$ cat src/rtl/core/wshc_pkg.sv
// Shared constants, register codes and stage payload types of the size-hint constrain unit.
package wshc_pkg;

    // Design constants.
    localparam int DIM_BITS         = 16;
    localparam int ASPECT_FRAC_BITS = 16;
    localparam int FLOOR_WIDTH      = 32;
    localparam int FLOOR_HEIGHT     = 32;

    // Field and datapath widths.
    localparam int HALF_W     = 16;
    localparam int FL_W       = HALF_W - 1;
    localparam int OTH_W      = HALF_W + 2;
    localparam int LIM_W      = 32;
    localparam int PROD_W     = LIM_W + 1 + OTH_W;
    localparam int CLAMP_BITS = ((DIM_BITS > HALF_W) ? DIM_BITS : HALF_W) + 1;
    localparam int MAG_W      = CLAMP_BITS + 1;
    localparam int DIV_STEP   = 3;
    localparam int DIV_STAGES = (MAG_W + DIV_STEP - 1) / DIV_STEP;
    localparam int DIV_W      = DIV_STAGES * DIV_STEP;
    localparam int FIN_W      = MAG_W + 2;

    // Largest dimension before the output is cut to its field width.
    localparam logic [FIN_W-1:0] DIM_TOP = FIN_W'((64'd1 << DIM_BITS) - 64'd1);

    // Configuration port.
    localparam int CFG_W = 64;
    localparam int IDX_W = 3;

    localparam logic [IDX_W-1:0] REG_BASE_SIZE     = 3'd0;
    localparam logic [IDX_W-1:0] REG_MIN_SIZE      = 3'd1;
    localparam logic [IDX_W-1:0] REG_MAX_SIZE      = 3'd2;
    localparam logic [IDX_W-1:0] REG_SIZE_STEP     = 3'd3;
    localparam logic [IDX_W-1:0] REG_ASPECT_LIMITS = 3'd4;
    localparam logic [IDX_W-1:0] REG_HINT_ENABLE   = 3'd5;
    localparam logic [IDX_W-1:0] REG_LAST_SIZE     = 3'd6;

    typedef struct packed {
        logic [31:0] base_size;
        logic [31:0] min_size;
        logic [31:0] max_size;
        logic [31:0] size_step;
        logic [63:0] aspect_limits;
        logic [1:0]  hint_enable;
        logic [31:0] last_size;
    } cfg_t;

    localparam cfg_t CFG_RESET = '{
        base_size:     '0,
        min_size:      '0,
        max_size:      '0,
        size_step:     '0,
        aspect_limits: '0,
        hint_enable:   2'b01,
        last_size:     '0
    };

    // Request as it enters the pipeline.
    typedef struct packed {
        logic                     force_hints;
        logic                     is_floated;
        logic                     is_pseudotiled;
        logic signed [HALF_W-1:0] req_height;
        logic signed [HALF_W-1:0] req_width;
    } req_t;

    // Floored size, hint decision and base-adjusted size.
    typedef struct packed {
        logic                    hints_on;
        logic                    base_is_min;
        logic [FL_W-1:0]         fl_w;
        logic [FL_W-1:0]         fl_h;
        logic signed [OTH_W-1:0] w1;
        logic signed [OTH_W-1:0] h1;
    } base_t;

    // Base stage plus the two aspect products.
    typedef struct packed {
        base_t                    b;
        logic signed [PROD_W-1:0] p_max;
        logic signed [PROD_W-1:0] p_min;
    } prod_t;

    // Sign and clamped magnitude of each dimension ahead of the increment snap.
    typedef struct packed {
        logic             hints_on;
        logic [FL_W-1:0]  fl_w;
        logic [FL_W-1:0]  fl_h;
        logic             neg_w;
        logic             neg_h;
        logic [MAG_W-1:0] mag_w;
        logic [MAG_W-1:0] mag_h;
    } mag_t;

    // Magnitudes with their partial remainders by the increments.
    typedef struct packed {
        mag_t              m;
        logic [HALF_W-1:0] rem_w;
        logic [HALF_W-1:0] rem_h;
    } quo_t;

    // Result item.
    typedef struct packed {
        logic              size_changed;
        logic [HALF_W-1:0] out_height;
        logic [HALF_W-1:0] out_width;
    } res_t;

endpackage

$ cat src/rtl/core/wshc_aspect.sv
// Aspect stages: limit tests, rounded replacement, late base removal and range clamp.
module wshc_aspect (
    input  logic             aclk,
    input  logic             aresetn,
    input  wshc_pkg::cfg_t   cfg,
    input  logic             in_valid,
    output logic             in_ready,
    input  wshc_pkg::prod_t  in_data,
    output logic             out_valid,
    input  logic             out_ready,
    output wshc_pkg::mag_t   out_data
);
    import wshc_pkg::*;

    typedef struct packed {
        base_t                    b;
        logic                     below_w;
        logic                     below_h;
        logic signed [PROD_W-1:0] q_w;
        logic signed [PROD_W-1:0] q_h;
    } asp_t;

    localparam logic [PROD_W-1:0] RND_HALF  = PROD_W'(1) << (ASPECT_FRAC_BITS - 1);
    localparam logic [PROD_W-1:0] RND_MASK  = (PROD_W'(1) << ASPECT_FRAC_BITS) - PROD_W'(1);
    localparam logic [PROD_W-1:0] CLAMP_VAL = PROD_W'(1) << CLAMP_BITS;

    logic c_valid_reg;
    logic d_valid_reg;
    logic c_en;
    logic d_en;
    asp_t c_data_reg;
    asp_t c_data_next;
    mag_t d_data_reg;
    mag_t d_data_next;
    logic aspect_on;

    // True when lim / 2^F lies below num / den; den of zero means +inf for positive num.
    function automatic logic limit_below(input logic signed [PROD_W-1:0] lhs,
                                         input logic signed [OTH_W-1:0]  num,
                                         input logic signed [OTH_W-1:0]  den);
        logic signed [PROD_W-1:0] rhs;
        logic                     res;
        rhs = PROD_W'(num) <<< ASPECT_FRAC_BITS;
        if (den > 0) begin
            res = (lhs < rhs);
        end else if (den < 0) begin
            res = (lhs > rhs);
        end else begin
            res = (num > 0);
        end
        return res;
    endfunction

    // Add one half and drop the fraction, truncating toward zero.
    function automatic logic signed [PROD_W-1:0] aspect_round(
        input logic signed [PROD_W-1:0] p);
        logic signed [PROD_W-1:0] v;
        v = p + $signed(RND_HALF);
        if (v < 0) begin
            v = v + $signed(RND_MASK);
        end
        return v >>> ASPECT_FRAC_BITS;
    endfunction

    // Sign and magnitude, with far-off values held at a bound that gives the same result.
    function automatic logic [MAG_W:0] to_mag(input logic signed [PROD_W-1:0] v);
        logic signed [PROD_W-1:0] a;
        logic [MAG_W:0]           res;
        if (v >= $signed(CLAMP_VAL)) begin
            res = {1'b0, CLAMP_VAL[MAG_W-1:0]};
        end else if (v <= -$signed(CLAMP_VAL)) begin
            res = {1'b1, CLAMP_VAL[MAG_W-1:0]};
        end else begin
            a   = (v < 0) ? -v : v;
            res = {(v < 0), a[MAG_W-1:0]};
        end
        return res;
    endfunction

    assign aspect_on = (cfg.aspect_limits[LIM_W-1:0] != '0)
                    && (cfg.aspect_limits[2*LIM_W-1:LIM_W] != '0);

    assign d_en     = !d_valid_reg || out_ready;
    assign c_en     = !c_valid_reg || d_en;
    assign in_ready = c_en;

    // Stage C: both limit tests and both rounded candidates side by side.
    always_comb begin
        c_data_next.b       = in_data.b;
        c_data_next.below_w = limit_below(in_data.p_max, in_data.b.w1, in_data.b.h1);
        c_data_next.below_h = limit_below(in_data.p_min, in_data.b.h1, in_data.b.w1);
        c_data_next.q_w     = aspect_round(in_data.p_max);
        c_data_next.q_h     = aspect_round(in_data.p_min);
    end

    always_ff @(posedge aclk) begin
        if (!aresetn) begin
            c_valid_reg <= 1'b0;
        end else if (c_en) begin
            c_valid_reg <= in_valid;
        end
    end

    always_ff @(posedge aclk) begin
        if (c_en) begin
            c_data_reg <= c_data_next;
        end
    end

    // Stage D: apply the aspect choice, take the base off late if needed, clamp.
    always_comb begin
        logic signed [PROD_W-1:0] w2;
        logic signed [PROD_W-1:0] h2;
        logic [MAG_W:0]           mw;
        logic [MAG_W:0]           mh;
        w2 = PROD_W'(c_data_reg.b.w1);
        h2 = PROD_W'(c_data_reg.b.h1);
        if (aspect_on) begin
            if (c_data_reg.below_w) begin
                w2 = c_data_reg.q_w;
            end else if (c_data_reg.below_h) begin
                h2 = c_data_reg.q_h;
            end
        end
        if (c_data_reg.b.base_is_min) begin
            w2 = w2 - $signed({1'b0, cfg.base_size[HALF_W-1:0]});
            h2 = h2 - $signed({1'b0, cfg.base_size[2*HALF_W-1:HALF_W]});
        end
        mw = to_mag(w2);
        mh = to_mag(h2);
        d_data_next.hints_on = c_data_reg.b.hints_on;
        d_data_next.fl_w     = c_data_reg.b.fl_w;
        d_data_next.fl_h     = c_data_reg.b.fl_h;
        d_data_next.neg_w    = mw[MAG_W];
        d_data_next.neg_h    = mh[MAG_W];
        d_data_next.mag_w    = mw[MAG_W-1:0];
        d_data_next.mag_h    = mh[MAG_W-1:0];
    end

    always_ff @(posedge aclk) begin
        if (!aresetn) begin
            d_valid_reg <= 1'b0;
        end else if (d_en) begin
            d_valid_reg <= c_valid_reg;
        end
    end

    always_ff @(posedge aclk) begin
        if (d_en) begin
            d_data_reg <= d_data_next;
        end
    end

    assign out_valid = d_valid_reg;
    assign out_data  = d_data_reg;

endmodule

$ cat config.mk
export PLATFORM = sky130hd
export DESIGN_NAME = wshc_aspect
export DESIGN_NICKNAME = d
export VERILOG_FILES = /design/src/rtl/core/wshc_pkg.sv /design/src/rtl/core/wshc_aspect.sv
export SDC_FILE = /design/constraint.sdc
export NUM_CORES = 1
export LEC_CHECK = 0
export ABC_AREA = 0
export BUFFER_PORTS_ARGS = -buffer_cell sky130_fd_sc_hd__buf_2
export CAP_MARGIN = 15
export CORE_AREA = 2 2 181 183
export CTS_CLUSTER_DIAMETER = 100
export DETAILED_ROUTE_END_ITERATION = 8
export DIE_AREA = 0 0 183 185
export GPL_ROUTABILITY_DRIVEN = 0
export HOLD_SLACK_MARGIN = 0.12
export PLACE_DENSITY = 0.83
export SETUP_SLACK_MARGIN = 0.15
export SYNTH_ARGS = -nofsm -noshare
export SYNTH_HDL_FRONTEND = slang
export SYNTH_SLANG_ARGS = --single-unit
export TNS_END_PERCENT = 5
$ cat constraint.sdc
create_clock -name aclk -period 9.7 [get_ports aclk]
set_clock_uncertainty 0.15 [all_clocks]
set_input_delay 0 -clock aclk [delete_from_list [all_inputs] [get_ports aclk]]
set_output_delay 0 -clock aclk [all_outputs]
set_load 0.01 [all_outputs]
; Yosys cells after proc, flatten, opt, wreduce, memory -nomap -nowiden
; Cells that the tools add are included.
; Widths: inputs -> output; s select.
[word_totals]
register_bits = 211
inputBits = 400
wordCells = 69
output_inout_bits = 71
[classes]
n_lt_le_gt_ge = 16
add_sub_neg = 8
mux = 17
n_reduce_logical = 9
[ops]
columns = cell, n
row1 = $mux 51, 9
row2 = $add 51x17->51 const B, 4
row3 = $lt 51x1->1 const B, 4
row4 = $ge 51x19->1 const B, 2
row5 = $gt 51x34->1, 2
row6 = $le 51x18->1 const B, 2
row7 = $lt 51x34->1, 2
row8 = $sub 51x17->51, 2
row9 = $reduce_bool 32->1, 2
row10 = $mux 19, 2
row11 = $gt 18x1->1 const B, 2
row12 = $lt 18x1->1 const B, 2
row13 = $mux 18, 2
row14 = $neg 18->18, 2
row15 = $mux 1, 4
row16 = $reduce_or 2->1, 2
row17 = $logic_not 1->1, 2
row18 = $logic_or 1x1->1, 2
row19 = $logic_and 1x1->1, 1

; Logic depth before layout (Yosys ltp)
; Gate-level depths: netlist of run 1.
[depth]
ltp_word = 8
mapped_depth = 26

; Worst setup path before layout of run 1
; No wires, ideal clock.
[synth_timing]
path_type = reg2reg
from = register c_data_reg[103] (netlist name)
to = register d_data_reg (netlist bit out_data[17]), data pin
path_buffers = 7
synth_period_minus_slack_ps = 5247
t_arrival_ps = 4840
stages_incl_launch_ff = 24
path_slack_ps = 4453
required_ps = 9294
setup_ps = 256
cell_sequence = edfxtp_1 nor2b_1 o221a_2 buf_6 clkbuf_1 buf_1 mux2i_1 inv_1 ha_1 clkbuf_1 o21ai_0 nor2_1 o41ai_1 o21a_1 clkbuf_1 clkbuf_1 nand3_1 xnor2_1 nor2_1 a31oi_1 or4_1 o22a_1 buf_6 nand2b_1
[synth_between]
elab_chain_cells = 6
word_cells_on_any_way = 10
[synth_rtl]
columns = item, line
row1 = start: declaration, wshc_aspect.sv:31  ; asp_t c_data_reg;
row2 = start signal: assignment, wshc_aspect.sv:106  ; c_data_reg <= c_data_next;
row3 = $mux 51 *, wshc_aspect.sv:119  ; if (c_data_reg.below_w) begin
row4 = $mux 51 *, wshc_aspect.sv:118  ; if (aspect_on) begin
row5 = $sub 51x17->51, wshc_aspect.sv:127  ; h2 = h2 - $signed({1'b0, cfg.base_size[2*HALF_W-1:HALF_W]});
row6 = $mux 51 *, wshc_aspect.sv:125  ; if (c_data_reg.b.base_is_min) begin
row7 = $lt 51x1->1 (tied with other cells), wshc_aspect.sv:74  ; a = (v < 0) ? -v : v;
row8 = $mux 18 or $reduce_or 2->1 (tied branches), n/a
row9 = end signal: assignment, wshc_aspect.sv:150  ; d_data_reg <= d_data_next;
row10 = end: declaration, wshc_aspect.sv:33  ; mag_t d_data_reg;
; Mark *: on every way between the ends. The rest lies on a longest branch, timed or not.
; A chain may end at the register's enable or synchronous reset.

; Worst setup path after layout of run 1
[layout_timing]
from = register c_data_reg[103] (netlist name)
to = register d_data_reg (netlist bit out_data[6]), data pin
; The elaborated chain is that of the path after synthesis.

==> results.md, run 1 <==
- Crit-path leading delay family: compound AO/OA/AOI/OAI gates
- Cells on Worst Hold Path: 6
- Tightest Pin Transition: 1.200 ns
- CP max stage cell: o22a_1
- Root Buffer: clkbuf_16
- Max-capacitance violation count: 0
- Drt wl/cell: 20.23 µm
- Mux contribution to synthesized area: 3.204%
- Post-Syn Area: 17,140 µm²
- Final hold violation count: 0
- CTS Sinks: 211
- Crit path DAT: 6.76 ns
- Gr usage total: 32.42%
- Die area: between 30,000 and 40,000 µm²
- Slew Limit Fails: 0
- Number of setup buffers added after CTS: 0
- Placement Rows: 66
- Post-Synth XOR/XNOR Area: 10.16%
- Residual DRC count: 0
- Crit path buf inv count: 2
- Fin crit share: 69.19%
- RSZ-0062 raised after global routing: no
- Routed WL: 57.35 mm
- Port buffer count: 340
- Outcome: completed
- DR vias/cell: between 6 and 7
- Worst EP required: 9.75 ns
- # nets final: 2,917
- DP Wirelength: 39.73 mm
- Hold Startpoint: in_data[63]
- Adder-Cell Fraction of Synth Area: between 8 and 9%
- Largest net degree at the start of global routing: 80
- Final setup TNS: 0 ns
- Yosys warning count: 0
- Async set-reset flop share out of synthesis: 0%
- CTS resizes: 0
- Fmax: 0.1490 GHz
- Cell variety after synth: a little under 100
- Die W: roughly 180 µm
- CTS Buf Count: 21
- Setup Viol. Count Final: 0
- Seq/Total Area, Yosys: 36.84%
- Min cycle time layout: 6.711 ns
- Initial DRC count: 2,257
- Hold WC Path Type: primary input to register
- CP max FO: 31
- Clk_lat worst skew: between 0.5 and 0.6 ns
- IO Count: around 470
- P&R area growth vs syn: 29.97%
- Syn_area_per_cell: 9.272 µm²
- Cell count after synthesis: 1,849
- R2r setup slk: 2.99 ns
- Largest register FFs: 140
- Via count: 17,630
- CTS max path bufs: 3
- Multi-input gate area: 10,170 µm²
- First-pass GRT wire length: 87.59 mm
- CP Capture Type: register
- Critical path class: register to register
- Worst-path clk slew: 0.07 ns
- Remaining global-route overflow: 0
- Compound-Gate Fraction of Synth Area: 14.30%
- Worst r2r src: c_data_reg[103]
- Via count of the first global-routing pass: 16,680
- Power after layout: ~2.9 mW
- Post-synth EDFFs: roughly 210
- Critical path depth: 18
- Die H: 185 µm
- CP max stage delay: 0.92 ns
- Flops & latches, synth: 211
- Combinational family with the most area after synthesis: simple AND/OR/NAND/NOR gates
- Initial antenna violation count: 8
- Synth Area in Simple Gates: about a quarter
- Power Density: 128.7 nW/µm²
- Startpoint types: register
- R2R cell count: 18
- Starting Density: between 50% and 60%
- Pre-Repair DR Iteration Count: 6
- Share of layout cells above drive strength 1: a little under a fifth
- DRT antenna net count: 0
- CTS hold repair buffers: 245
- CTS tree: built
- CP cell instances: nor2b_1, o221a_2, mux2i_1, ha_1, inv_1, fa_1, a21oi_1, o2111ai_1, a32oi_1, o21a_1, a21boi_2, a21o_1, inv_2, nor2_1, o211ai_1, or4_1, o22a_1, nor2_1
- Fill count: approximately 2,300
- H-tree depth: 1
- Most frequent CP cell: nor2_1
- CORE AREA: 32,040 µm²
- Reg area: 6316 µm²
- Worst VDD drop: 0.1124 mV
- Synthesized Nets: 2,361
- WHS Endpoint: c_data_reg[103]
- Pleak: 9.082 nW
- Relative slew slack: 19.98%
- Critical R2R Capture: out_data[6]
- Main synth FF type: edfxtp_1
routing by layer:
metal	track usage, %	vias to the layer above	share of wire (%)
met5	0	-	0
met4	14.98	0	5.0
met3	4.778	239	11
met2	53.08	1305	45
met1	42.61	8092	39
li1	-	7991	-
layout by cell type, fill, tap and decap left out, types with 8 or more instances in the layout:
master           n
o31a_1           8
o31ai_1         13
and3_1          22
nor2_1         158
buf_2          340
nand3b_1         9
nand2_1        181
nor4_1          62
or4_1           13
xnor2_1        135
o211ai_1        19
xor2_1          62
edfxtp_1       209
a21o_1          25
or3_1           23
or2_2           11
mux2i_1         22
mux2_2          24
a21oi_1         77
ha_1           110
nand4_1         42
nor2_4          11
inv_1           97
o21ai_0         70
nand3_1         60
o21a_1          24
a31oi_1         18
a211oi_1        12
nand2b_1        20
nor2b_1         24
nor3_1          56
clkbuf_16       21
and2_1          17
dlygate4sd3_1  246
o2111ai_1       11
final cells by class:
cell class | instances | share of cell area, %
timing repair buffer | 592 | 18.89
clock inverter | 12 | 0.5447
antenna | 7 | 0.07861
clock buffer | 26 | 2.532
multi-input combinational | 1480 | 45.65
sequential | 211 | 28.35
tap | 408 | 2.291
inverter | 99 | 1.668
per-stage QoR:
stage	cells	hold slack, ns	worst slack, ns	area [µm²]	utilization [%]
after CTS	2826	0.1201	3.131	22250	69.44
after global routing	2834	0.1227	2.621	22280	69.54
after floorplan	1849	-0.05113	4.453	17140	-
after global placement	2543	0.02842	2.845	19110	59.64
final	2835	0.1361	2.989	22280	69.54
after detailed placement	2543	0.02854	2.664	19110	59.64
cells in the mapped netlist, drive strengths merged, types with 6 or more instances:
| library cell | number | share of area [%] |
|---|---|---|
| a211o | 6 | 0.31 |
| nand2b | 20 | 0.73 |
| o31ai | 13 | 0.57 |
| or2 | 12 | 0.44 |
| nor2 | 170 | 4.2 |
| nor2b | 24 | 0.88 |
| a211oi | 12 | 0.53 |
| a31oi | 18 | 0.66 |
| o211ai | 19 | 0.83 |
| o2111ai | 11 | 0.56 |
| nand4 | 42 | 1.5 |
| ha | 110 | 8.0 |
| buf | 24 | 0.96 |
| o21a | 24 | 1.1 |
| and4 | 7 | 0.36 |
| edfxtp | 209 | 37 |
| o41ai | 7 | 0.36 |
| nand2 | 183 | 4.0 |
| nor4 | 66 | 2.6 |
| xor2 | 62 | 3.2 |
| nand3b | 9 | 0.39 |
| and3 | 22 | 0.80 |
| or3 | 24 | 0.90 |
| nor3 | 58 | 1.8 |
| inv | 99 | 2.2 |
| nand4b | 7 | 0.36 |
| xnor2 | 136 | 7.0 |
| o31a | 8 | 0.41 |
| a32oi | 6 | 0.31 |
| clkbuf | 35 | 0.77 |
| o21ai | 73 | 2.1 |
| nor3b | 7 | 0.31 |
| a21o | 25 | 1.1 |
| nand3 | 61 | 1.9 |
| and2 | 18 | 0.66 |
| or4 | 16 | 0.77 |
| mux2 | 27 | 1.8 |
| o211a | 6 | 0.35 |
| a21oi | 78 | 2.3 |
| mux2i | 23 | 1.4 |
where the power goes:
group,switching (mW),total [mW],internal [mW]
clock,0.356,0.826,0.470
combinational,0.538,0.945,0.407
sequential,0.0354,1.10,1.06
kinds of logic after synthesis:
logic type,count (synthesis)
AO/OA/AOI/OAI,360
XOR/XNOR,198
adder cells (fa/ha/maj),112
buffers and inverters,158
flip-flops,211
multiplexers,50
AND/OR/NAND/NOR,760
how the worst max path moves through the flow:
stage | endpoint | slack (ns) | startpoint
detailed placement | out_data[6] | 2.66 | cfg[39]
floorplan | out_data[17] | 4.45 | c_data_reg[103]
finish | out_data[6] | 2.99 | c_data_reg[103]
CTS | out_data[6] | 3.13 | c_data_reg[103]
global route | out_data[3] | 2.62 | c_data_reg[103]
global placement | out_data[3] | 2.85 | cfg[39]
tightest hold or removal path: stages:
cell and delay [ns]:
buf_2 0.07, nor4_1 0.04, nand4_1 0.13, or4_1 0.14
o31ai_1 0.06, o22ai_1 0.20
No activity file was read; power rests on OpenSTA's default activity.
==> run 2: changes to the inputs <==
--- a/config.mk
+++ b/config.mk
@@ -8,10 +8,10 @@
 export ABC_AREA = 0
 export BUFFER_PORTS_ARGS = -buffer_cell sky130_fd_sc_hd__buf_2
 export CAP_MARGIN = 15
-export CORE_AREA = 2 2 181 183
+export CORE_MARGIN = 2
+export CORE_UTILIZATION = 54
 export CTS_CLUSTER_DIAMETER = 100
 export DETAILED_ROUTE_END_ITERATION = 8
-export DIE_AREA = 0 0 183 185
 export GPL_ROUTABILITY_DRIVEN = 0
 export HOLD_SLACK_MARGIN = 0.12
 export PLACE_DENSITY = 0.83
==> constraint.sdc (replaced) <==
create_clock -name aclk -period 6.8 [get_ports aclk]
set_clock_uncertainty 0.15 [all_clocks]
set_input_delay 0 -clock aclk [delete_from_list [all_inputs] [get_ports aclk]]
set_output_delay 0 -clock aclk [all_outputs]
set_load 0.01 [all_outputs]
==> run 2 against run 1 <==
Effect of this change:
- worst setup slack worse by 2.3 ns
- maximum frequency up 9.9%
- clock power increased by 33%
- largest cell class unchanged
==> results.md, run 2 (synthesis gave the netlist of run 1 again) <==
- Remaining global-route overflow: 0
- Initial DRC count: around 2,300
- First-pass GRT wire length: 90.22 mm
- Die W: between 150 and 200 µm
- Largest net degree at the start of global routing: 73
- Startpoint types: register
- DP Wirelength: 40.07 mm
- CORE AREA: between 30,000 and 40,000 µm²
- R2r setup slk: a little under 0.7 ns
- Placement Rows: 65
- Pleak: 9.100 nW
- CP cell instances: nor2b_1, o221a_2, mux2_2, ha_1, o21a_1, o31a_1, o211ai_1, a21oi_1, o21ai_0, o22ai_1, o211a_1, o211ai_1, or4_1, o22a_1, buf_12, nand2b_1
- CP max stage cell: a21oi_1
- IO Count: 471
- Gr usage total: about a third
- Largest register FFs: 140
- Max-capacitance violation count: 0
- DR vias/cell: 6.236
- Power Density: around 180 nW/µm²
- Starting Density: 54.61%
- CTS Buf Count: 21
- Critical R2R Capture: out_data[17]
- Via count: 17,660
- GR peak layer: met2
- Worst r2r src: c_data_reg[103]
- P&R area growth vs syn: 30.08%
- CTS Sinks: 211
- Min cycle time layout: 6.106 ns
- Share of layout cells above drive strength 1: 19.07%
- Launch point of the worst path: c_data_reg[103]
- Worst VDD drop: about 0.13 mV
- Met3 usage: 6.446%
- # nets final: 2,926
- H-tree depth: 1
- CP max FO: 31
- CP max stage delay: 0.88 ns
- M2 GR Usage: a little under three fifths
- Cells on Worst Hold Path: 2
- Slew Limit Fails: 0
- CTS tree: built
- Die area: 33,190 µm²
- Tightest Pin Transition: ~1.1 ns
- Initial antenna violation count: 2
- Most frequent CP cell: o211ai_1
- DRT antenna net count: 0
- Routed WL: between 50 and 60 mm
- WHS Endpoint: c_data_reg[106]
- Drt wl/cell: 20.73 µm
- Via count of the first global-routing pass: 16,890
- Worst EP required: 6.91 ns
- Root Buffer: clkbuf_16
- RSZ-0062 raised after global routing: no
- Commonest non-fill, non-tap cell in the layout: buf_2
- Met1 GRT Util: 42.51%
- Final setup TNS: 0 ns
- Power after layout: approximately 4 mW
- CTS resizes: 0
- Critical path class: register to register
- Final hold violation count: 0
- Port buffer count: 340
- Clk_lat worst skew: 0.51 ns
- Die H: 182.2 µm
- Outcome: completed
- Setup Viol. Count Final: 0
- Residual DRC count: 0
- R2R cell count: 16
- Hold Startpoint: in_data[104]
- Most frequent cells in the layout: 340 x buf_2, 250 x dlygate4sd3_1, 209 x edfxtp_1
- Pre-Repair DR Iteration Count: 8
- CP Capture Type: register
- Fmax: 0.1638 GHz
- Fill count: 2,219
- Hold WC Path Type: primary input to register
- Relative slew slack: about 25%
- Crit path DAT: 6.22 ns
- Worst-path clk slew: 0.07 ns
- CTS max path bufs: 3
- Fin crit share: roughly 90%
- Number of setup buffers added after CTS: 0
[run 2: layout make-up]
class,count,area (µm²),share of cell area (%)
Inverter,99,371.6,1.666
Clock buffer,26,544.3,2.441
Sequential cell,211,6316,28.32
Clock inverter,11,90.09,0.4039
Multi-Input combinational cell,1480,10170,45.61
Antenna cell,2,5.005,0.02244
Timing Repair Buffer,601,4299,19.28
Tap cell,402,503.0,2.255
[run 2: where the power goes]
part           internal, mW  switching (mW)
Combinational         0.584           0.789
Sequential             1.51          0.0479
Clock                 0.611           0.492
Total                  2.71            1.33
[run 2: critical path, delay by kind of cell (launching register included)]
family,cells,cell delay [ns]
AO/OA/AOI/OAI,10,3.32
AND/OR/NAND/NOR,3,0.90
multiplexers,1,0.47
flip-flops,1,0.46
adder cells (fa/ha/maj),1,0.37
buffers and inverters,1,0.18
[run 2: timing repair]
action / in CTS / in global routing
hold buffers: 250 / 0
hold endpoints to repair: 144 / 0
setup endpoints to repair: 0 / 0
[run 2: worst max path at each step]
stage	end	slack, ns	cells after the start
after floorplan	out_data[17]	1.55	23
after global placement	out_data[17]	0.72	18
after detailed placement	out_data[17]	0.61	18
after CTS	out_data[17]	0.78	16
after global routing	out_data[17]	0.44	16
final	out_data[17]	0.69	16
[run 2: per-stage QoR]
step / cells / hold slack (ns) / util, % / area (µm²) / setup WS, ns
after floorplan: 1849 / -0.05113 / - / 17140 / 1.553
after global placement: 2543 / 0.02669 / 61.03 / 19160 / 0.7228
after detailed placement: 2543 / 0.03014 / 61.03 / 19160 / 0.6130
after CTS: 2830 / 0.1214 / 71.02 / 22300 / 0.7776
after global routing: 2830 / 0.1243 / 71.02 / 22300 / 0.4425
final: 2832 / 0.1365 / 71.04 / 22300 / 0.6936
[run 2: layer usage]
layer / part of all wire [%] / wire length (µm)
met5: 0 / 0
met4: 6.1 / 3574
met3: 10 / 6152
met2: 45 / 26570
met1: 38 / 22410
